### config.mk
export PLATFORM = sky130hd
export DESIGN_NAME = dmm_cell
export DESIGN_NICKNAME = d
export VERILOG_FILES = /design/src/dmm_pkg.sv /design/src/dmm_cell.sv
export SDC_FILE = /design/constraint.sdc
export NUM_CORES = 2
export LEC_CHECK = 0
export BUFFER_PORTS_ARGS = -buffer_cell sky130_fd_sc_hd__clkbuf_2
export CAP_MARGIN = 20
export CORE_ASPECT_RATIO = 0.7
export CORE_MARGIN = 5
export CORE_UTILIZATION = 39
export DETAILED_ROUTE_END_ITERATION = 8
export GPL_TIMING_DRIVEN = 1
export SKIP_CTS_REPAIR_TIMING = 1
export SLEW_MARGIN = 20
export SYNTH_ARGS = -nofsm -noshare
export SYNTH_HDL_FRONTEND = slang
export SYNTH_SLANG_ARGS = --single-unit
### constraint.sdc
create_clock -name clk -period 7.4 [get_ports clk]
set_clock_uncertainty 0.05 [all_clocks]
set_input_delay 1.48 -clock clk [delete_from_list [all_inputs] [get_ports clk]]
set_output_delay 1.48 -clock clk [all_outputs]
set_load 0.01 [all_outputs]
### src/dmm_pkg.sv
// ---------------------------------------------------------------------------
// dmm_pkg
// Shared sizes, codes and types of the dense matrix multiply with bias.
// ---------------------------------------------------------------------------
package dmm_pkg;

  // build sizes
  localparam int ROWS   = 16;
  localparam int COLS   = 64;
  localparam int ROW_W  = (ROWS > 1) ? $clog2(ROWS) : 1;
  localparam int COL_W  = (COLS > 1) ? $clog2(COLS) : 1;

  // field widths
  localparam int VAL_W   = 16;
  localparam int PROD_W  = 2 * VAL_W;
  localparam int SUM_W   = 40;
  localparam int BIAS_SH = 15;
  localparam int AROW_W  = 7;
  localparam int ACOL_W  = 9;
  localparam int IROW_W  = 6;
  localparam int ICOL_W  = 8;

  // configuration register reset values
  localparam logic [AROW_W-1:0] ROWS_RST = AROW_W'(16);
  localparam logic [ACOL_W-1:0] COLS_RST = ACOL_W'(64);

  // register index (paddr bit 2)
  localparam logic REG_ROWS = 1'b0;
  localparam logic REG_COLS = 1'b1;

  // request kinds
  typedef enum logic [1:0] {
    REQ_WEIGHT = 2'd0,
    REQ_BIAS   = 2'd1,
    REQ_ELEM   = 2'd2
  } req_t;

  // controller state
  typedef enum logic [1:0] {
    ST_ACC,
    ST_FLUSH,
    ST_DRAIN
  } state_t;

  // control group broadcast from the controller to every cell
  typedef struct packed {
    logic                    wt_we;
    logic                    bias_we;
    logic [ROW_W-1:0]        wr_row;
    logic [COL_W-1:0]        wr_col;
    logic signed [VAL_W-1:0] wr_val;
    logic                    rd_en;
    logic [COL_W-1:0]        rd_pos;
    logic signed [VAL_W-1:0] x;
    logic                    s1_v;
    logic                    s2_v;
    logic                    s2_first;
    logic                    load;
    logic                    shift;
  } cell_ctl_t;

endpackage

### src/dmm_cell.sv
// ---------------------------------------------------------------------------
// dmm_cell
// One row of the product: weight column memory, bias word, multiply,
// accumulator and one stage of the result shift chain.
// ---------------------------------------------------------------------------
module dmm_cell (
  input  logic                                 clk,
  input  logic                                 rst_n,
  input  logic [dmm_pkg::ROW_W-1:0]            cell_row,
  input  dmm_pkg::cell_ctl_t                   ctl,
  input  logic signed [dmm_pkg::SUM_W-1:0]     sum_in,
  output logic signed [dmm_pkg::SUM_W-1:0]     sum_out
);

  logic signed [dmm_pkg::VAL_W-1:0]  wt_mem [dmm_pkg::COLS];
  logic signed [dmm_pkg::VAL_W-1:0]  w_r;
  logic signed [dmm_pkg::VAL_W-1:0]  bias_r;
  logic signed [dmm_pkg::VAL_W-1:0]  bias_s1_r;
  logic signed [dmm_pkg::PROD_W-1:0] prod_r;
  logic signed [dmm_pkg::SUM_W-1:0]  base_r;
  logic signed [dmm_pkg::SUM_W-1:0]  acc_r;
  logic signed [dmm_pkg::SUM_W-1:0]  acc_nxt;
  logic signed [dmm_pkg::SUM_W-1:0]  sum_r;
  logic                              sel;

  assign sel = (ctl.wr_row == cell_row);

  // weight column memory, read once per element
  always_ff @(posedge clk) begin
    if (ctl.wt_we && sel) begin
      wt_mem[ctl.wr_col] <= ctl.wr_val;
    end
    if (ctl.rd_en) begin
      w_r <= wt_mem[ctl.rd_pos];
    end
  end

  // bias word; sampled alongside the weight read
  always_ff @(posedge clk) begin
    if (ctl.bias_we && sel) begin
      bias_r <= ctl.wr_val;
    end
    if (ctl.rd_en) begin
      bias_s1_r <= bias_r;
    end
  end

  // product and bias scaled to Q.30
  always_ff @(posedge clk) begin
    if (ctl.s1_v) begin
      prod_r <= w_r * ctl.x;
      base_r <= {{(dmm_pkg::SUM_W - dmm_pkg::VAL_W - dmm_pkg::BIAS_SH){bias_s1_r[dmm_pkg::VAL_W-1]}},
                 bias_s1_r, {dmm_pkg::BIAS_SH{1'b0}}};
    end
  end

  // accumulate; the first element of a column restarts from the bias
  always_comb begin
    acc_nxt = (ctl.s2_first ? base_r : acc_r)
            + {{(dmm_pkg::SUM_W - dmm_pkg::PROD_W){prod_r[dmm_pkg::PROD_W-1]}}, prod_r};
  end

  always_ff @(posedge clk) begin
    if (!rst_n) begin
      acc_r <= '0;
    end else if (ctl.s2_v) begin
      acc_r <= acc_nxt;
    end
  end

  // result chain: capture the sum, then hand it towards cell 0
  always_ff @(posedge clk) begin
    if (ctl.load) begin
      sum_r <= acc_r;
    end else if (ctl.shift) begin
      sum_r <= sum_in;
    end
  end

  assign sum_out = sum_r;

endmodule

==> results by group <==
Critical path
  • Most used cell, CP: fa_1
  • CP Data Arrival Time: between 7 and 8 ns
  • Crit Path Class: input pin to register
  • Max incr delay on CP: ~0.55 ns
  • Endpoint class of the critical path: register
  • Worst Path Max Fanout: 11
  • CP Launch Type: input pin
  • R2r startpoint: w_r[6]$_DFFE_PP_
  • Critical Path, Cell by Cell: clkbuf_2, buf_4, and2_1, fa_1, inv_1, fa_1, fa_1, fa_1, inv_1, fa_1, fa_1, ha_1, a211oi_1, nand3_1, nor2_1, o31ai_1, a21o_1, a221oi_2, o2111ai_1, a21o_1, xor2_1
  • R2r endpoint: prod_r[30]$_DFFE_PP_
  • Critical path's slowest cell: fa_1
  • Critical path endpoint: prod_r[30]$_DFFE_PP_
  • Reg2Reg Depth: 22
  • Worst Setup SP: ctl[11]
  • Reg2reg setup slack: roughly 0.47 ns
  • Critical Path RT: between 7 and 8 ns

STA
  • Max Slew Vio Count: 0
  • Worst-Margin Slew: 1.13 ns
  • F_max: between 0.1 and 0.15 GHz
  • Setup Total Neg Slack: 0 ns
  • Tmin final: roughly 7.0 ns
  • Final count of hold timing violations: 0
  • Tcrit/Tclk final: 0.952
  • Final setup vio count: 0
  • RSZ-0062 raised after global routing: no
  • Final WS setup: between 0.3 and 0.4 ns
  • Slew headroom: 0.245
  • WHS: 0.368 ns

Placed design
  • Input/output buffers: 141
  • RD Place Congestion: 0.837
  • Dpl ws: -0.342 ns
  • Placed Cells: 5,441
  • Final HPWL DP: ~89,000 µm

Clock tree
  • H-tree depth: 3
  • Worst skew pair latency: roughly 0.73 ns
  • Num CTS Buffers: between 100 and 150
  • TritonCTS clock tree: yes
  • Root buffer cell: clkbuf_16
  • CTS sink cnt: between 1,000 and 1,500
  • Clk buf depth: 3
  • Worst-path clk slew: 0.06 ns

Drt
  • Vias: 30,262
  • Drt pass-1 iters: 5
  • # DRC: 0
  • Vias per cell: around 5.4
  • WL final: between 100,000 and 150,000 µm
  • Antenna viol nets, final: 0
  • WL/cell: 24.6 µm
  • Starting DRT DRC Count: just under 3,000

Global routing
  • Initial antenna violation count: 11
  • Grt ovf: 0
  • Number of global-route vias before repair: between 30,000 and 40,000
  • Pin count of the biggest net entering global routing: 90
  • Gr usage total: 0.181
  • First-pass GRT wire length: roughly 210,000 µm

Logic synthesis
  • Avg Cell Area, Syn: 17.4 µm²
  • Cell taking the most area after synthesis: edfxtp_1
  • Net Count, Synth: 3,786
  • Multiplexer share of the synthesized area: 0.145
  • Cell Area, Synth: 57,300 µm²
  • Synth top area share: 0.608
  • Main flop type after synthesis: edfxtp_1
  • Synth area leaders: edfxtp_1, mux4_2, fa_1
  • Post-synth EDFFs: 1,160
  • Most frequent cells after synthesis: edfxtp_1, mux4_2, inv_1
  • Yosys warning count: 0
  • Count leader, synth: edfxtp_1
  • Unique cell type count in the Yosys netlist: between 70 and 80
  • Simple-gate portion of the synthesized area: 0.0478
  • Gate Count Post-Synth: approximately 3,300
  • Xor/xnor share of the synthesized area: 0.00932
  • Largest family of logic cells by synthesized area: multiplexers
  • Synth Area in Compound Gates: 0.0269
  • Post-Synth Adder-Cell Area: 0.118
  • #FFs+latches synth: about 1,200
  • Post-synthesis sequential area ratio: 0.622
  • Ys async rst share: 0

Pwr
  • P_leak: around 23 nW
  • PD cells: between 400 and 500 nW/µm²
  • Peak VDD IR: 1.07 mV
  • Overall power: approximately 0.030 W

Floorplan
  • Die area: between 150,000 and 200,000 µm²
  • Num rows: 117
  • Initial Util: 0.393
  • Top-Level Pins: 142
  • Chip Height: about 330 µm
  • Core Area: 146,000 µm²
  • Die Width: 468 µm

Min path
  • Worst min path class: register to register
  • Hold_sp: bias_r[1]$_DFFE_PP_

Status
  • Status: finished clean

Run
  • Max_cap viols: 0

Layout
  • Share of cells above drive strength 1: 0.242
  • Area Overhead vs Synth: 13.6%
  • Final nets: approximately 4,100
  • Fin cells: between 5,000 and 6,000
==> where the power goes <==
part           total [W]  internal, W  switching, W
registers        0.00856      0.00835      0.000208
clock network    0.00581      0.00324       0.00257
logic             0.0156      0.00727       0.00833
==> per-stage QoR <==
step | instance area (µm²) | utilization
after CTS | 65000 | 0.447
final | 65100 | 0.447
after detailed placement | 61300 | 0.421
after floorplan | 57300 | -
after global placement | 61300 | 0.421
after global routing | 65100 | 0.447
==> worst min path at each step <==
stage,slack (ns),endpoint,cells after the start
2_1_floorplan,0.35,base_r[15]$_DFFE_PP_,0
3_3_place_gp,0.35,base_r[20]$_DFFE_PP_,0
3_5_place_dp,0.35,base_r[22]$_DFFE_PP_,0
4_1_cts,0.37,base_r[20]$_DFFE_PP_,0
5_1_grt,0.37,base_r[20]$_DFFE_PP_,0
6_report,0.37,bias_s1_r[1]$_DFFE_PP_,0
==> logic make-up (layout without fill, tap and decap cells) <==
group	count (synthesis)	in the layout
xor+xnor	61	61
mux	406	406
flops	1200	1200
other cells	0	4
compound gates	236	236
simple gates	560	560
fa+ha+maj	384	384
buf+inv	453	842
==> layer usage <==
metal,track usage,vias to the layer above,part of all wire
met1,0.273,16068,0.46
li1,-,13023,-
met4,0.0328,0,0.014
met5,0,-,0
met3,0.0317,144,0.067
met2,0.280,1027,0.46
==> cells in the final DEF (no fill, tap or decap), drive strengths merged, types with 12 or more instances in the layout <==
| cell type | count |
|---|---|
| ha | 121 |
| edfxtp | 1160 |
| mux4 | 336 |
| mux2 | 55 |
| nand2 | 162 |
| mux2i | 15 |
| xnor2 | 41 |
| nor2 | 134 |
| clkbuf | 272 |
| nand3 | 23 |
| fa | 263 |
| inv | 317 |
| dfxtp | 40 |
| and2 | 129 |
| nor3 | 21 |
| a21oi | 71 |
| nor2b | 38 |
| xor2 | 20 |
| clkinv | 55 |
| o21ai | 56 |
| nand2b | 12 |
| buf | 181 |
| a21o | 23 |
| o21a | 12 |
==> registers in the layout, summed over array words and instances (netlist names) <==
register / cells
acc_r: 40
base_r: 16
bias_r: 16
bias_s1_r: 16
prod_r: 32
sum_out: 40
w_r: 16
wt_mem: 1024
==> worst max-delay path: cells and delay by family <==
| family | cells | cell delay [ns] |
|---|---|---|
| AO/OA/AOI/OAI | 6 | 1.52 |
| XOR/XNOR | 1 | 0.14 |
| adder cells (fa/ha/maj) | 7 | 3.23 |
| buffers and inverters | 4 | 0.61 |
| AND/OR/NAND/NOR | 3 | 0.43 |
==> cell type report <==
class	instances	area [µm²]
Fill cell	12648	80600
Clock buffer	135	2950
Inverter	313	1170
Multi-Input combinational cell	1647	20000
Clock inverter	76	748
Sequential cell	1200	35600
Tap cell	1963	2460
Timing Repair Buffer	318	2120
Antenna cell	4	10.0
No activity file was read; power rests on OpenSTA's default activity.
