## config.mk

```make
export PLATFORM = sky130hd
export DESIGN_NAME = dmm_ctrl
export DESIGN_NICKNAME = d
export VERILOG_FILES = /design/src/dmm_pkg.sv /design/src/dmm_ctrl.sv
export SDC_FILE = /design/constraint.sdc
export NUM_CORES = 1
export LEC_CHECK = 0
export BUFFER_PORTS_ARGS = -buffer_cell sky130_fd_sc_hd__buf_2
export CELL_PAD_IN_SITES_DETAIL_PLACEMENT = 0
export CELL_PAD_IN_SITES_GLOBAL_PLACEMENT = 1
export CORE_MARGIN = 10
export CORE_UTILIZATION = 33
export DETAILED_ROUTE_END_ITERATION = 10
export GPL_TIMING_DRIVEN = 0
export HOLD_SLACK_MARGIN = 0.1
export PLACE_DENSITY_LB_ADDON = 0.12
export SYNTH_ARGS = -nofsm -noshare
export SYNTH_HDL_FRONTEND = slang
export SYNTH_SLANG_ARGS = --single-unit
export TNS_END_PERCENT = 10
```

## constraint.sdc

```tcl
create_clock -name clk -period 4.83 [get_ports clk]
set_clock_uncertainty 0.05 [all_clocks]
set_input_delay 0.483 -clock clk [delete_from_list [all_inputs] [get_ports clk]]
set_output_delay 0.483 -clock clk [all_outputs]
set_load 0.02 [all_outputs]
```

## src/dmm_pkg.sv

```systemverilog
// ---------------------------------------------------------------------------
// dmm_pkg
// Shared sizes, codes and types of the dense matrix multiply with bias.
// ---------------------------------------------------------------------------
package dmm_pkg;

  // build sizes
  localparam int ROWS   = 16;
  localparam int COLS   = 64;
  localparam int ROW_W  = (ROWS > 1) ? $clog2(ROWS) : 1;
  localparam int COL_W  = (COLS > 1) ? $clog2(COLS) : 1;

  // field widths
  localparam int VAL_W   = 16;
  localparam int PROD_W  = 2 * VAL_W;
  localparam int SUM_W   = 40;
  localparam int BIAS_SH = 15;
  localparam int AROW_W  = 7;
  localparam int ACOL_W  = 9;
  localparam int IROW_W  = 6;
  localparam int ICOL_W  = 8;

  // configuration register reset values
  localparam logic [AROW_W-1:0] ROWS_RST = AROW_W'(16);
  localparam logic [ACOL_W-1:0] COLS_RST = ACOL_W'(64);

  // register index (paddr bit 2)
  localparam logic REG_ROWS = 1'b0;
  localparam logic REG_COLS = 1'b1;

  // request kinds
  typedef enum logic [1:0] {
    REQ_WEIGHT = 2'd0,
    REQ_BIAS   = 2'd1,
    REQ_ELEM   = 2'd2
  } req_t;

  // controller state
  typedef enum logic [1:0] {
    ST_ACC,
    ST_FLUSH,
    ST_DRAIN
  } state_t;

  // control group broadcast from the controller to every cell
  typedef struct packed {
    logic                    wt_we;
    logic                    bias_we;
    logic [ROW_W-1:0]        wr_row;
    logic [COL_W-1:0]        wr_col;
    logic signed [VAL_W-1:0] wr_val;
    logic                    rd_en;
    logic [COL_W-1:0]        rd_pos;
    logic signed [VAL_W-1:0] x;
    logic                    s1_v;
    logic                    s2_v;
    logic                    s2_first;
    logic                    load;
    logic                    shift;
  } cell_ctl_t;

endpackage

```

## src/dmm_ctrl.sv

```systemverilog
// ---------------------------------------------------------------------------
// dmm_ctrl
// Configuration registers, request decode, element pipeline flags and the
// result drain sequencer.
// ---------------------------------------------------------------------------
module dmm_ctrl (
  input  logic                               clk,
  input  logic                               rst_n,
  // configuration
  input  logic                               cfg_psel,
  input  logic                               cfg_penable,
  input  logic                               cfg_pwrite,
  input  logic [2:0]                         cfg_paddr,
  input  logic [31:0]                        cfg_pwdata,
  output logic [31:0]                        cfg_prdata,
  // request item
  input  logic                               in_tvalid,
  output logic                               in_tready,
  input  logic [1:0]                         req_type,
  input  logic [dmm_pkg::IROW_W-1:0]         row_index,
  input  logic [dmm_pkg::ICOL_W-1:0]         col_index,
  input  logic signed [dmm_pkg::VAL_W-1:0]   value,
  // result item control
  output logic                               out_tvalid,
  input  logic                               out_tready,
  output logic [dmm_pkg::ROW_W-1:0]          out_row,
  output logic                               out_last,
  // to the cells
  output dmm_pkg::cell_ctl_t                 ctl
);

  logic [dmm_pkg::AROW_W-1:0]       rows_r;
  logic [dmm_pkg::ACOL_W-1:0]       cols_r;
  logic [dmm_pkg::AROW_W-1:0]       nrows;
  logic [dmm_pkg::ACOL_W-1:0]       ncols;
  logic [dmm_pkg::COL_W-1:0]        count_r;
  logic [dmm_pkg::COL_W-1:0]        count_nxt;
  logic [dmm_pkg::ROW_W-1:0]        drn_r;
  logic [dmm_pkg::ROW_W-1:0]        drn_nxt;
  dmm_pkg::state_t                  state_r;
  dmm_pkg::state_t                  state_nxt;
  logic signed [dmm_pkg::VAL_W-1:0] x_r;
  logic                             s1_v_r, s1_first_r, s1_close_r;
  logic                             s2_v_r, s2_first_r, s2_close_r;
  logic                             s3_close_r;
  logic                             cfg_we;
  logic                             acc_in;
  logic                             is_wt, is_bias, is_elem;
  logic                             closing;
  logic                             out_take;
  logic                             row_ok, col_ok;

  // configuration port
  assign cfg_we = cfg_psel && cfg_penable && cfg_pwrite;

  always_ff @(posedge clk) begin
    if (!rst_n) begin
      rows_r <= dmm_pkg::ROWS_RST;
      cols_r <= dmm_pkg::COLS_RST;
    end else if (cfg_we) begin
      if (cfg_paddr[2] == dmm_pkg::REG_ROWS) begin
        rows_r <= cfg_pwdata[dmm_pkg::AROW_W-1:0];
      end else begin
        cols_r <= cfg_pwdata[dmm_pkg::ACOL_W-1:0];
      end
    end
  end

  assign cfg_prdata = (cfg_paddr[2] == dmm_pkg::REG_COLS)
                    ? {{(32 - dmm_pkg::ACOL_W){1'b0}}, cols_r}
                    : {{(32 - dmm_pkg::AROW_W){1'b0}}, rows_r};

  // clipped sizes
  always_comb begin
    priority if (rows_r == '0) begin
      nrows = dmm_pkg::AROW_W'(1);
    end else if (rows_r > dmm_pkg::AROW_W'(dmm_pkg::ROWS)) begin
      nrows = dmm_pkg::AROW_W'(dmm_pkg::ROWS);
    end else begin
      nrows = rows_r;
    end
    priority if (cols_r == '0) begin
      ncols = dmm_pkg::ACOL_W'(1);
    end else if (cols_r > dmm_pkg::ACOL_W'(dmm_pkg::COLS)) begin
      ncols = dmm_pkg::ACOL_W'(dmm_pkg::COLS);
    end else begin
      ncols = cols_r;
    end
  end

  // request decode
  assign acc_in = in_tvalid && in_tready;

  always_comb begin
    is_wt   = 1'b0;
    is_bias = 1'b0;
    is_elem = 1'b0;
    unique case (dmm_pkg::req_t'(req_type))
      dmm_pkg::REQ_WEIGHT: is_wt   = 1'b1;
      dmm_pkg::REQ_BIAS:   is_bias = 1'b1;
      dmm_pkg::REQ_ELEM:   is_elem = 1'b1;
      default: ;
    endcase
  end

  assign row_ok  = ({1'b0, row_index} < (dmm_pkg::IROW_W + 1)'(dmm_pkg::ROWS));
  assign col_ok  = ({1'b0, col_index} < (dmm_pkg::ICOL_W + 1)'(dmm_pkg::COLS));
  assign closing = ((dmm_pkg::ACOL_W'(count_r) + dmm_pkg::ACOL_W'(1)) >= ncols);

  // element pipeline flags
  always_ff @(posedge clk) begin
    if (!rst_n) begin
      s1_v_r     <= 1'b0;
      s1_first_r <= 1'b0;
      s1_close_r <= 1'b0;
      s2_v_r     <= 1'b0;
      s2_first_r <= 1'b0;
      s2_close_r <= 1'b0;
      s3_close_r <= 1'b0;
    end else begin
      s1_v_r     <= acc_in && is_elem;
      s1_first_r <= (count_r == '0);
      s1_close_r <= acc_in && is_elem && closing;
      s2_v_r     <= s1_v_r;
      s2_first_r <= s1_first_r;
      s2_close_r <= s1_close_r;
      s3_close_r <= s2_close_r;
    end
  end

  always_ff @(posedge clk) begin
    if (acc_in && is_elem) begin
      x_r <= value;
    end
  end

  // state, element count and drain row registers
  always_ff @(posedge clk) begin
    if (!rst_n) begin
      state_r <= dmm_pkg::ST_ACC;
      count_r <= '0;
      drn_r   <= '0;
    end else begin
      state_r <= state_nxt;
      count_r <= count_nxt;
      drn_r   <= drn_nxt;
    end
  end

  assign out_take = out_tvalid && out_tready;
  assign out_last = ((dmm_pkg::AROW_W'(drn_r) + dmm_pkg::AROW_W'(1)) == nrows);

  // sequencer
  always_comb begin
    state_nxt  = state_r;
    count_nxt  = count_r;
    drn_nxt    = drn_r;
    in_tready  = 1'b0;
    out_tvalid = 1'b0;
    unique case (state_r)
      dmm_pkg::ST_ACC: begin
        in_tready = 1'b1;
        if (acc_in && is_elem) begin
          if (closing) begin
            count_nxt = '0;
            state_nxt = dmm_pkg::ST_FLUSH;
          end else begin
            count_nxt = count_r + dmm_pkg::COL_W'(1);
          end
        end
      end
      dmm_pkg::ST_FLUSH: begin
        if (s3_close_r) begin
          drn_nxt   = '0;
          state_nxt = dmm_pkg::ST_DRAIN;
        end
      end
      dmm_pkg::ST_DRAIN: begin
        out_tvalid = 1'b1;
        if (out_take) begin
          if (out_last) begin
            state_nxt = dmm_pkg::ST_ACC;
          end else begin
            drn_nxt = drn_r + dmm_pkg::ROW_W'(1);
          end
        end
      end
      default: state_nxt = dmm_pkg::ST_ACC;
    endcase
  end

  assign out_row = drn_r;

  // control group to the cells
  always_comb begin
    ctl          = '0;
    ctl.wt_we    = acc_in && is_wt && row_ok && col_ok;
    ctl.bias_we  = acc_in && is_bias && row_ok;
    ctl.wr_row   = row_index[dmm_pkg::ROW_W-1:0];
    ctl.wr_col   = col_index[dmm_pkg::COL_W-1:0];
    ctl.wr_val   = value;
    ctl.rd_en    = acc_in && is_elem;
    ctl.rd_pos   = count_r;
    ctl.x        = x_r;
    ctl.s1_v     = s1_v_r;
    ctl.s2_v     = s2_v_r;
    ctl.s2_first = s2_first_r;
    ctl.load     = s3_close_r;
    ctl.shift    = out_take;
  end

`ifndef SYNTHESIS
  // never take an item while results are on offer
  a_no_overlap: assert property (@(posedge clk) disable iff (!rst_n)
    !(in_tready && out_tvalid))
    else $error("input accepted while draining");

  // sums are captured only while waiting for the pipeline
  a_load_flush: assert property (@(posedge clk) disable iff (!rst_n)
    s3_close_r |-> (state_r == dmm_pkg::ST_FLUSH))
    else $error("chain load outside flush");

  // pipeline is empty once draining
  a_drain_empty: assert property (@(posedge clk) disable iff (!rst_n)
    (state_r == dmm_pkg::ST_DRAIN) |-> (!s1_v_r && !s2_v_r && !s2_close_r))
    else $error("element in flight during drain");

  // taking the final row returns to accepting items
  a_last_ret: assert property (@(posedge clk) disable iff (!rst_n)
    (out_take && out_last) |=> (state_r == dmm_pkg::ST_ACC && drn_r == $past(drn_r)))
    else $error("drain did not end on last row");
`endif

endmodule

```

==> impl_metrics.py, run 1 <==
metrics = {
    "run_status": {
        "status": "complete, no violations",
    },
    "critical_path": {
        "critPathMaxFanout": 8,
        "critPathKind": "reg2reg",
        "crit_required_ps": 5020,
        "crit_path_end_kind": "register",
        "critPathLaunchType": "register",
        "critPathArrivalTime_ps": 2940,
    },
    "synth": {
        "synth.cell_area_mm2": 0.00282,
        "ys_ff_latch": 51,
        "seq_area_frac_synth_pct": 41.9,
        "synth_cell_types": 47,
        "syn_area_per_cell_um2": 9.34,
        "synth_edf_count": 16,
        "ys_warn_count": 0,
        "ys.flop_type": "dfxtp_1",
        "synthCells": 302,
        "ys_async_sr_fraction_pct": 0,
    },
    "floorplan": {
        "die_w_um": 112,
        "fp-row-count": 33,
        "dieHeight_um": 112,
        "start_util_pct": 34.2,
        "coreArea_mm2": 0.00826,
        "ios": 169,
        "die_area_mm2": 0.0126,
    },
    "detailed_routing": {
        "drt_pass1_iterations": 4,
        "wl_um": 7660,
        "drtIter0Drc": 85,
        "routedWlPerCell_um": 14.0,
        "avgViaCountPerCell": 4.33,
        "vias": 2363,
        "postRouteAntennaNets": 0,
        "drcViolationCount": 0,
    },
    "clock_tree": {
        "clock_latency_ps": 300,
        "cts_tree": "done",
        "cts_resized": 0,
        "postCtsSetupBuffers": 0,
        "cts_root_buffer": "clkbuf_8",
        "clk_pin_slew_ps": 90,
        "cts_made_buffers": 5,
        "htree_levels": 2,
        "ctsHoldBuffers": 0,
        "cts_sinks": 51,
        "clk_path_buf_depth": 2,
    },
    "placement": {
        "io_buffers": 109,
        "dpl_cell_area_mm2": 0.00358,
        "gp_congestion": 0.770,
        "dp_hpwl_um": 6220,
    },
    "global_routing": {
        "grt_max_degree": 24,
        "met2_usage_pct": 19.8,
        "antenna_found_initial": 0,
        "grt_use_total_pct": 11.6,
        "top_usage_layer": "met2",
        "met1_usage_pct": 13.6,
        "grt_pass1_wl_um": 12200,
        "grt_pass1_vias": 2385,
        "grt_use_met3_pct": 4.10,
        "gr-total-overflow": 0,
    },
    "final_layout": {
        "fillerInstances": 881,
        "diodes": 0,
        "multi_input_area_mm2": 0.00126,
        "final_cell_area_mm2": 0.00367,
        "drive_above_1_share_pct": 41.7,
        "register_area_mm2": 0.00118,
        "areaGrowthSynthToFinish_pct": 30.0,
        "nets": 524,
    },
    "sta": {
        "rsz0062_at_grt": "false",
        "setup_violations": 0,
        "min_period_ps": 2750,
        "finalCritPeriodShare_pct": 57.0,
        "finalMaxSlewViolations": 0,
        "finalSetupTns_ps": 0,
        "hold_violations": 0,
        "relSlewSlack_pct": 43.6,
        "clock.fmax_mhz": 363,
        "worst_slew_pin_slew_ps": 844,
    },
    "min_path": {
        "hold_class": "in2reg",
    },
    "power": {
        "power.leakage_nw": 1.78,
        "power.density_mw_per_mm2": 234,
        "irDropWorstVdd_mv": 0.122,
    },
    "job": {
        "cap_viol_max_count": 0,
    },
}
## worst paths after layout
check | from | endpoint | slack [ps] | cells after the start
worst max-delay path | count_r[0] | count_r[0] | 2080 | 8
worst min-delay path | value[13] | x_r[13] | 320 | 1
worst min register to register | s1_close_r | s2_close_r | 390 | 1
worst max register to register | count_r[0] | count_r[0] | 2080 | 8
## cells by family after synthesis
family                   Yosys count  share of synthesized area [%]
AO/OA/AOI/OAI                     45                           11.8
XOR/XNOR                           7                           2.17
adder cells (fa/ha/maj)           10                           4.44
buffers and inverters             69                           16.4
flip-flops                        51                           41.9
multiplexers                      10                           3.86
other                              1                          0.133
AND/OR/NAND/NOR                  109                           19.3
## layer usage
layer / vias up / wire length, um
met2: 76 / 3750
li1: 1228 / -
met4: 0 / 68
met3: 6 / 635
met1: 1053 / 3200
met5: - / 0
## synth_stat cells (2+ instances only)
| library cell | instances | area, um2 |
|---|---|---|
| edfxtp_1 | 16 | 480 |
| and2_1 | 10 | 62.6 |
| inv_1 | 7 | 26.3 |
| a22o_1 | 3 | 26.3 |
| nor3_1 | 2 | 10.0 |
| o21ai_0 | 2 | 10.0 |
| a21boi_1 | 5 | 37.5 |
| or4_1 | 2 | 15.0 |
| mux2i_1 | 3 | 30.0 |
| xor2_1 | 4 | 35.0 |
| o21ai_1 | 2 | 10.0 |
| a21boi_0 | 15 | 113 |
| ha_1 | 10 | 125 |
| or3_1 | 2 | 12.5 |
| a211o_1 | 2 | 17.5 |
| xnor2_1 | 3 | 26.3 |
| nor4_1 | 2 | 12.5 |
| nand2b_1 | 4 | 25.0 |
| a21o_1 | 2 | 15.0 |
| nand3b_1 | 3 | 22.5 |
| mux2_2 | 7 | 78.8 |
| a21oi_1 | 4 | 20.0 |
| nand2_1 | 56 | 210 |
| dfxtp_1 | 35 | 701 |
| nor2_1 | 9 | 33.8 |
| and3_1 | 3 | 18.8 |
| nand3_1 | 8 | 40.0 |
| buf_1 | 2 | 7.51 |
| buf_4 | 54 | 405 |
| o21a_1 | 3 | 22.5 |
| clkbuf_1 | 6 | 22.5 |
## layout by cell type (no fill, tap or decap), types with 3 or more instances in the layout
cell type / netlist / final
nand2_1: 56 / 56
and2_1: 10 / 10
a22o_1: 3 / 3
buf_4: 54 / 54
mux2i_1: 3 / 3
inv_1: 7 / 7
a21boi_0: 15 / 15
a21boi_1: 5 / 5
nor2_1: 9 / 9
edfxtp_1: 16 / 16
clkbuf_8: 0 / 5
xnor2_1: 3 / 3
buf_2: 0 / 109
a21oi_1: 4 / 4
dfxtp_1: 35 / 35
o21a_1: 3 / 3
nand3b_1: 3 / 3
ha_1: 10 / 10
nand3_1: 8 / 8
clkbuf_1: 6 / 6
mux2_2: 7 / 7
nand2b_1: 4 / 4
xor2_1: 4 / 4
and3_1: 3 / 3
conb_1: 1 / 23
## state kept, by name, indices dropped and copies added (netlist names), 2 cells and up
signal,flops
x_r,16
count_r,6
out_row,4
cols_r,9
state_r,2
rows_r,7
## layout make-up
| type | instances | area share, % |
|---|---|---|
| multi-input cells | 204 | 34.4 |
| flip-flops and latches | 51 | 32.2 |
| repair buffers | 109 | 14.9 |
| plain buffers | 62 | 11.9 |
| well taps | 105 | 3.58 |
| clock buffers | 5 | 1.88 |
| inverters | 7 | 0.716 |
| clock inverters | 3 | 0.512 |
## metrics by stage
step,setup WS (ps),instances,power (mW),hold WS [ps],utilization [%]
after detailed placement,2160,538,0.621,367,43.3
after CTS,2040,546,0.873,302,44.4
after floorplan,2400,324,0.571,362,-
after global routing,1830,546,0.901,297,44.4
after global placement,2210,538,0.619,367,43.3
final,2080,546,0.859,316,44.4
## power by group
part	internal (mW)	switching, mW	leakage, nW
Combinational	0.0652	0.0871	1.30
Clock	0.102	0.147	0.0483
Sequential	0.452	0.00579	0.430
Total	0.619	0.240	1.78
## worst max-delay path: stages (launching register included)
cell and delay [ps]:
dfxtp_1 480, ha_1 270, nand3_1 200, xnor2_1 180, ha_1 310, a2111oi_0 420, o21ai_1 340, a211o_1 340
a21boi_1 110
Power figures use the tool's default switching activity.
==> run 2: changes to the inputs <==
--- a/config.mk
+++ b/config.mk
@@ -9,7 +9,7 @@
 export CELL_PAD_IN_SITES_DETAIL_PLACEMENT = 0
 export CELL_PAD_IN_SITES_GLOBAL_PLACEMENT = 1
 export CORE_MARGIN = 10
-export CORE_UTILIZATION = 33
+export CORE_UTILIZATION = 31
 export DETAILED_ROUTE_END_ITERATION = 10
 export GPL_TIMING_DRIVEN = 0
 export HOLD_SLACK_MARGIN = 0.1
==> constraint.sdc (replaced) <==
create_clock -name clk -period 2.65 [get_ports clk]
set_clock_uncertainty 0.05 [all_clocks]
set_input_delay 0.265 -clock clk [delete_from_list [all_inputs] [get_ports clk]]
set_output_delay 0.265 -clock clk [all_outputs]
set_load 0.02 [all_outputs]
==> run 2 against run 1 <==
  * Critical path depth grew 2
  * Hold slack lost 190 ps
  * Sequential power grew 82%
  * Core utilization down 0.80 points
  * Fmax is 12% higher
  * Clock power is 78% higher
  * Combinational power is 96% higher
  * Critical endpoint unchanged
==> impl_metrics.py, run 2 (same netlist as run 1, synthesis figures left out) <==
metrics = {
    "run_status": {
        "status": "complete, no violations",
    },
    "final_layout": {
        "postLayoutCoreUtil_pct": 43.6,
        "largest_registers": "x_r (16), cols_r (9), rows_r (7)",
        "layout_commonest_cell": "buf_2",
        "largest_reg_flops": 16,
        "top_register": "x_r",
        "diodes": 0,
        "areaGrowthSynthToFinish_pct": 36.2,
        "fillerInstances": 907,
        "final_cell_area_mm2": 0.00384,
        "drive_above_1_share_pct": 41.2,
        "nets": 539,
        "most-common-layout-cells": "buf_2 (109), nand2_1 (56), buf_4 (54)",
    },
    "global_routing": {
        "grt_max_degree": 24,
        "antenna_found_initial": 0,
        "grt_pass1_wl_um": 12600,
        "grt_use_total_pct": 11.7,
        "gr-total-overflow": 0,
        "grt_pass1_vias": 2424,
    },
    "floorplan": {
        "die_w_um": 115,
        "die_area_mm2": 0.0133,
        "ios": 169,
        "dieHeight_um": 115,
        "fp-row-count": 34,
        "coreArea_mm2": 0.00881,
        "start_util_pct": 32.0,
    },
    "clock_tree": {
        "cts_sinks": 51,
        "clk_path_buf_depth": 2,
        "postCtsSetupBuffers": 0,
        "htree_levels": 2,
        "cts_tree": "done",
        "cts_made_buffers": 5,
        "clock_latency_ps": 300,
        "clk_pin_slew_ps": 100,
        "cts_root_buffer": "clkbuf_8",
    },
    "sta": {
        "clock.fmax_mhz": 406,
        "finalCritPeriodShare_pct": 92.9,
        "finalMaxSlewViolations": 0,
        "setup_violations": 0,
        "rsz0062_at_grt": "true",
        "relSlewSlack_pct": 56.4,
        "hold_violations": 0,
        "worst_slew_pin_slew_ps": 651,
        "hold_ws_ps": 121,
        "min_period_ps": 2460,
    },
    "placement": {
        "dp_hpwl_um": 6390,
        "io_buffers": 109,
        "dpl_cell_area_mm2": 0.00358,
        "gp_congestion": 0.748,
    },
    "detailed_routing": {
        "avgViaCountPerCell": 4.25,
        "routedWlPerCell_um": 14.2,
        "wl_um": 7990,
        "vias": 2399,
        "drtIter0Drc": 63,
        "postRouteAntennaNets": 0,
        "drt_pass1_iterations": 4,
        "drcViolationCount": 0,
    },
    "critical_path": {
        "critPathKind": "reg2reg",
        "max_stage_delay_ps": 520,
        "rr_worst_depth": 10,
        "critPathArrivalTime_ps": 2650,
        "worstPathCellList": "or4_1 > nor2_1 > o21a_1 > ha_1 > nand2b_1 > a21o_1 > a21oi_1 > o21ai_2 > a211o_1 > a21boi_1",
        "critPathLaunchType": "register",
        "reg2reg_from": "cols_r[4]",
        "r2r_setup_slack_ps": 190,
        "slowest_stage": "or4_1",
        "rr_endpoint": "count_r[0]",
        "crit_required_ps": 2830,
        "critPathMaxFanout": 8,
        "crit_path_end_kind": "register",
    },
    "power": {
        "power.leakage_nw": 1.83,
        "irDropWorstVdd_mv": 0.173,
        "p_total_mw": 1.58,
        "power.density_mw_per_mm2": 411,
    },
    "job": {
        "cap_viol_max_count": 0,
    },
    "min_path": {
        "hold_end": "x_r[13]",
        "hold_class": "in2reg",
        "whs_path_depth": 1,
        "hp-start": "value[13]",
    },
}
[run 2: changes by cell type in the layout (fill, tap and decap cells not counted), sizes merged]
| cell | delta |
|---|---|
| inv | -2 |
| dlygate4sd3 | +15 |
| clkbuf | +1 |
| clkinvlp | +1 |
[run 2: worst max-delay path by stage]
stage	from	end	slack, ps
6_report	cols_r[4]	count_r[0]	190
5_1_grt	cols_r[4]	count_r[0]	-20
4_1_cts	state_r[0]	ctl[27]	30
3_5_place_dp	cols_r[6]	count_r[0]	-10
3_3_place_gp	cols_r[6]	count_r[0]	-20
2_1_floorplan	count_r[0]	count_r[0]	220
[run 2: stage by stage]
stage / setup TNS [ps] / instances / setup slack [ps]
2_1_floorplan: 0 / 324 / 218
3_3_place_gp: -23.3 / 541 / -21.3
3_5_place_dp: -12.5 / 541 / -12.5
4_1_cts: 0 / 562 / 34.5
5_1_grt: -16.2 / 564 / -16.2
6_report: 0 / 564 / 189
[run 2: final cells by class]
cell class	count	area, um2	share of cell area, %
multi-input combinational	204	1270	33.2
sequential	51	1180	30.8
timing repair buffer	124	696	18.1
buffer	62	435	11.3
tap	108	135	3.52
clock buffer	6	72.6	1.89
inverter	7	30.0	0.782
clock inverter	2	13.8	0.358
[run 2: layer usage]
metal	wire, um	vias up	global-route usage (%)
met1	3520	1052	14.2
met2	3650	88	19.1
met4	30	0	2.53
met5	0	-	0
li1	-	1257	-
met3	788	2	4.48
[run 2: power by group]
group / total (mW) / switching (mW) / internal (mW) / leakage [nW]
logic: 0.298 / 0.164 / 0.134 / 1.36
clock network: 0.446 / 0.259 / 0.187 / 0.0452
registers: 0.834 / 0.0111 / 0.823 / 0.431
total: 1.58 / 0.434 / 1.14 / 1.83
[run 2: timing repair]
item | CTS | global route
endpoints found under the hold margin | 13 | 2
hold buffers | 13 | 2
setup endpoints to repair | 5 | 8
gates resized for setup | 2 | 4
pin swaps | 0 | 0
[run 2: worst max-delay path, delay by kind of cell (launching register included)]
family,cells,cell delay [ps]
adders and majority gates,1,210
and+or+nand+nor,3,750
DFF,1,360
AOI/OAI and AO/OA,6,1020
==> run 3: changes to the inputs <==
--- a/config.mk
+++ b/config.mk
@@ -6,10 +6,8 @@
 export NUM_CORES = 1
 export LEC_CHECK = 0
 export BUFFER_PORTS_ARGS = -buffer_cell sky130_fd_sc_hd__buf_2
-export CELL_PAD_IN_SITES_DETAIL_PLACEMENT = 0
-export CELL_PAD_IN_SITES_GLOBAL_PLACEMENT = 1
 export CORE_MARGIN = 10
-export CORE_UTILIZATION = 31
+export CORE_UTILIZATION = 44
 export DETAILED_ROUTE_END_ITERATION = 10
 export GPL_TIMING_DRIVEN = 0
 export HOLD_SLACK_MARGIN = 0.1
==> run 3 against run 2 <==
  * Die area is 25% lower
  * Sequential power hardly changed
  * Core utilization is 18 points higher
  * Design area is 0.23% higher
  * Fmax is 0.64% higher
  * Sequential share of layout area is 0.070 points lower
  * Register-to-register slack better by 20 ps
  * Setup slack better by 16 ps
  * Via count is 1.0% higher
  * Critical path depth stayed put
  * Combinational power hardly changed
  * Critical endpoint unchanged
==> impl_metrics.py, run 3 (same netlist as run 1, synthesis figures left out) <==
metrics = {
    "run_status": {
        "status": "complete, no violations",
    },
    "sta": {
        "hold_violations": 0,
        "rsz0062_at_grt": "false",
        "setup_violations": 0,
        "finalCritPeriodShare_pct": 92.3,
        "finalMaxSlewViolations": 0,
        "worst_slew_pin_slew_ps": 559,
        "clock.fmax_mhz": 409,
        "setup_slack_ps": 204,
        "relSlewSlack_pct": 62.6,
        "min_period_ps": 2450,
    },
    "final_layout": {
        "nets": 538,
        "areaGrowthSynthToFinish_pct": 36.5,
        "fillerInstances": 552,
        "largest_reg_flops": 16,
        "top_register": "x_r",
        "largest_registers": "x_r (16), cols_r (9), rows_r (7)",
        "most-common-layout-cells": "buf_2 (109), nand2_1 (56), buf_4 (54)",
        "register_area_mm2": 0.00118,
        "drive_above_1_share_pct": 41.5,
        "layout_commonest_cell": "buf_2",
        "diodes": 0,
        "multi_input_area_mm2": 0.00129,
    },
    "detailed_routing": {
        "routedWlPerCell_um": 13.7,
        "drcViolationCount": 0,
        "drtIter0Drc": 68,
        "postRouteAntennaNets": 0,
        "drt_pass1_iterations": 4,
        "wl_um": 7280,
        "vias": 2423,
        "avgViaCountPerCell": 4.55,
    },
    "job": {
        "cap_viol_max_count": 0,
    },
    "global_routing": {
        "gr-total-overflow": 0,
        "grt_pass1_vias": 2426,
        "grt_use_total_pct": 13.8,
        "antenna_found_initial": 0,
        "grt_pass1_wl_um": 11600,
        "grt_max_degree": 24,
    },
    "critical_path": {
        "critPathLaunchType": "register",
        "critPathMaxFanout": 8,
        "max_stage_delay_ps": 510,
        "cp_num_buf_inv": 0,
        "crit_path_end_kind": "register",
        "crit_required_ps": 2830,
        "critPathTopFamily": "compound AO/OA/AOI/OAI gates",
        "critPathArrivalTime_ps": 2630,
        "critPathKind": "reg2reg",
        "worstPathCellList": "or4_1 > nor2_1 > o21a_1 > ha_1 > nand2b_1 > a21o_1 > a21oi_2 > o21ai_4 > a211o_1 > a21boi_1",
        "slowest_stage": "or4_1",
    },
    "clock_tree": {
        "postCtsSetupBuffers": 0,
        "clk_pin_slew_ps": 90,
        "htree_levels": 2,
        "cts_tree": "done",
        "cts_made_buffers": 5,
        "clk_path_buf_depth": 2,
        "clock_latency_ps": 300,
        "cts_sinks": 51,
        "cts_root_buffer": "clkbuf_8",
    },
    "floorplan": {
        "die_w_um": 100,
        "fp-row-count": 29,
        "coreArea_mm2": 0.00628,
        "ios": 169,
        "dieHeight_um": 100,
        "die_area_mm2": 0.0100,
        "start_util_pct": 44.9,
    },
    "placement": {
        "gp_congestion": 0.830,
        "dp_hpwl_um": 5850,
        "io_buffers": 109,
        "pre_cts_ws_ps": -57.6,
    },
    "power": {
        "power.leakage_nw": 1.85,
        "p_switching_mw": 0.420,
        "power.density_mw_per_mm2": 456,
        "seqPwrFrac_pct": 47.5,
        "combPwrFrac_pct": 16.9,
        "p_int_mw": 1.34,
        "irDropWorstVdd_mv": 0.251,
        "clkPwrFrac_pct": 35.6,
        "p_sw_share_pct": 23.9,
        "p_total_mw": 1.75,
    },
    "min_path": {
        "hold_class": "in2reg",
    },
}
-- run 3: cell type report --
class                      instances  share of cell area, %
clock inverter                     2                   1.56
clock buffer                       6                   1.89
buffer                            62                   11.3
multi-input combinational        204                   33.4
tap                               77                   2.50
inverter                           7                  0.780
timing repair buffer             123                   17.8
sequential                        51                   30.7
-- run 3: repair_timing --
action                     4_1_cts  5_1_grt
hold endpoints to repair        11        3
resized for setup                3        5
hold buffers                    11        3
setup endpoints to repair        6        8
-- run 3: per-stage QoR --
step	setup TNS [ps]	hold WS, ps	cell area, um2	cells	utilization, %
after floorplan	0	314	2900	324	-
after global placement	0	366	3540	510	56.5
after detailed placement	-154	374	3540	510	56.5
after CTS	0	101	3800	529	60.5
after global routing	0	105	3850	532	61.3
final	0	115	3850	532	61.3
-- run 3: power groups by stage --
| stage | combinational, mW | sequential [mW] | clock (mW) |
|---|---|---|---|
| after floorplan | 0.180 | 0.861 | 0 |
| after CTS | 0.290 | 0.834 | 0.647 |
| final | 0.297 | 0.834 | 0.624 |
| after detailed placement | 0.276 | 0.852 | 0 |
| after global placement | 0.273 | 0.851 | 0 |
| after global routing | 0.322 | 0.837 | 0.678 |
-- run 3: layer usage --
layer / track usage, % / share of wire [%] / routed length [um] / up-vias
met2: 23.0 / 46 / 3370 / 94
met4: 3.37 / 0.62 / 45 / 0
met1: 14.9 / 41 / 2960 / 1069
met5: 0 / 0 / 0 / -
met3: 7.62 / 12 / 894 / 4
li1: - / - / - / 1256
-- run 3: final timing paths --
kind	to	slack [ps]	cells after the start	startpoint
min reg2reg	s2_first_r	390	1	s1_first_r
max	count_r[0]	200	10	cols_r[4]
max reg2reg	count_r[0]	200	10	cols_r[4]
min	x_r[6]	110	1	value[6]
-- run 3: worst reg2reg max path: stages (launching register included) --
cell	delay [ps]
dfxtp_1	350
or4_1	510
nor2_1	100
o21a_1	120
ha_1	210
nand2b_1	140
a21o_1	180
a21oi_2	200
o21ai_4	130
a211o_1	280
a21boi_1	110
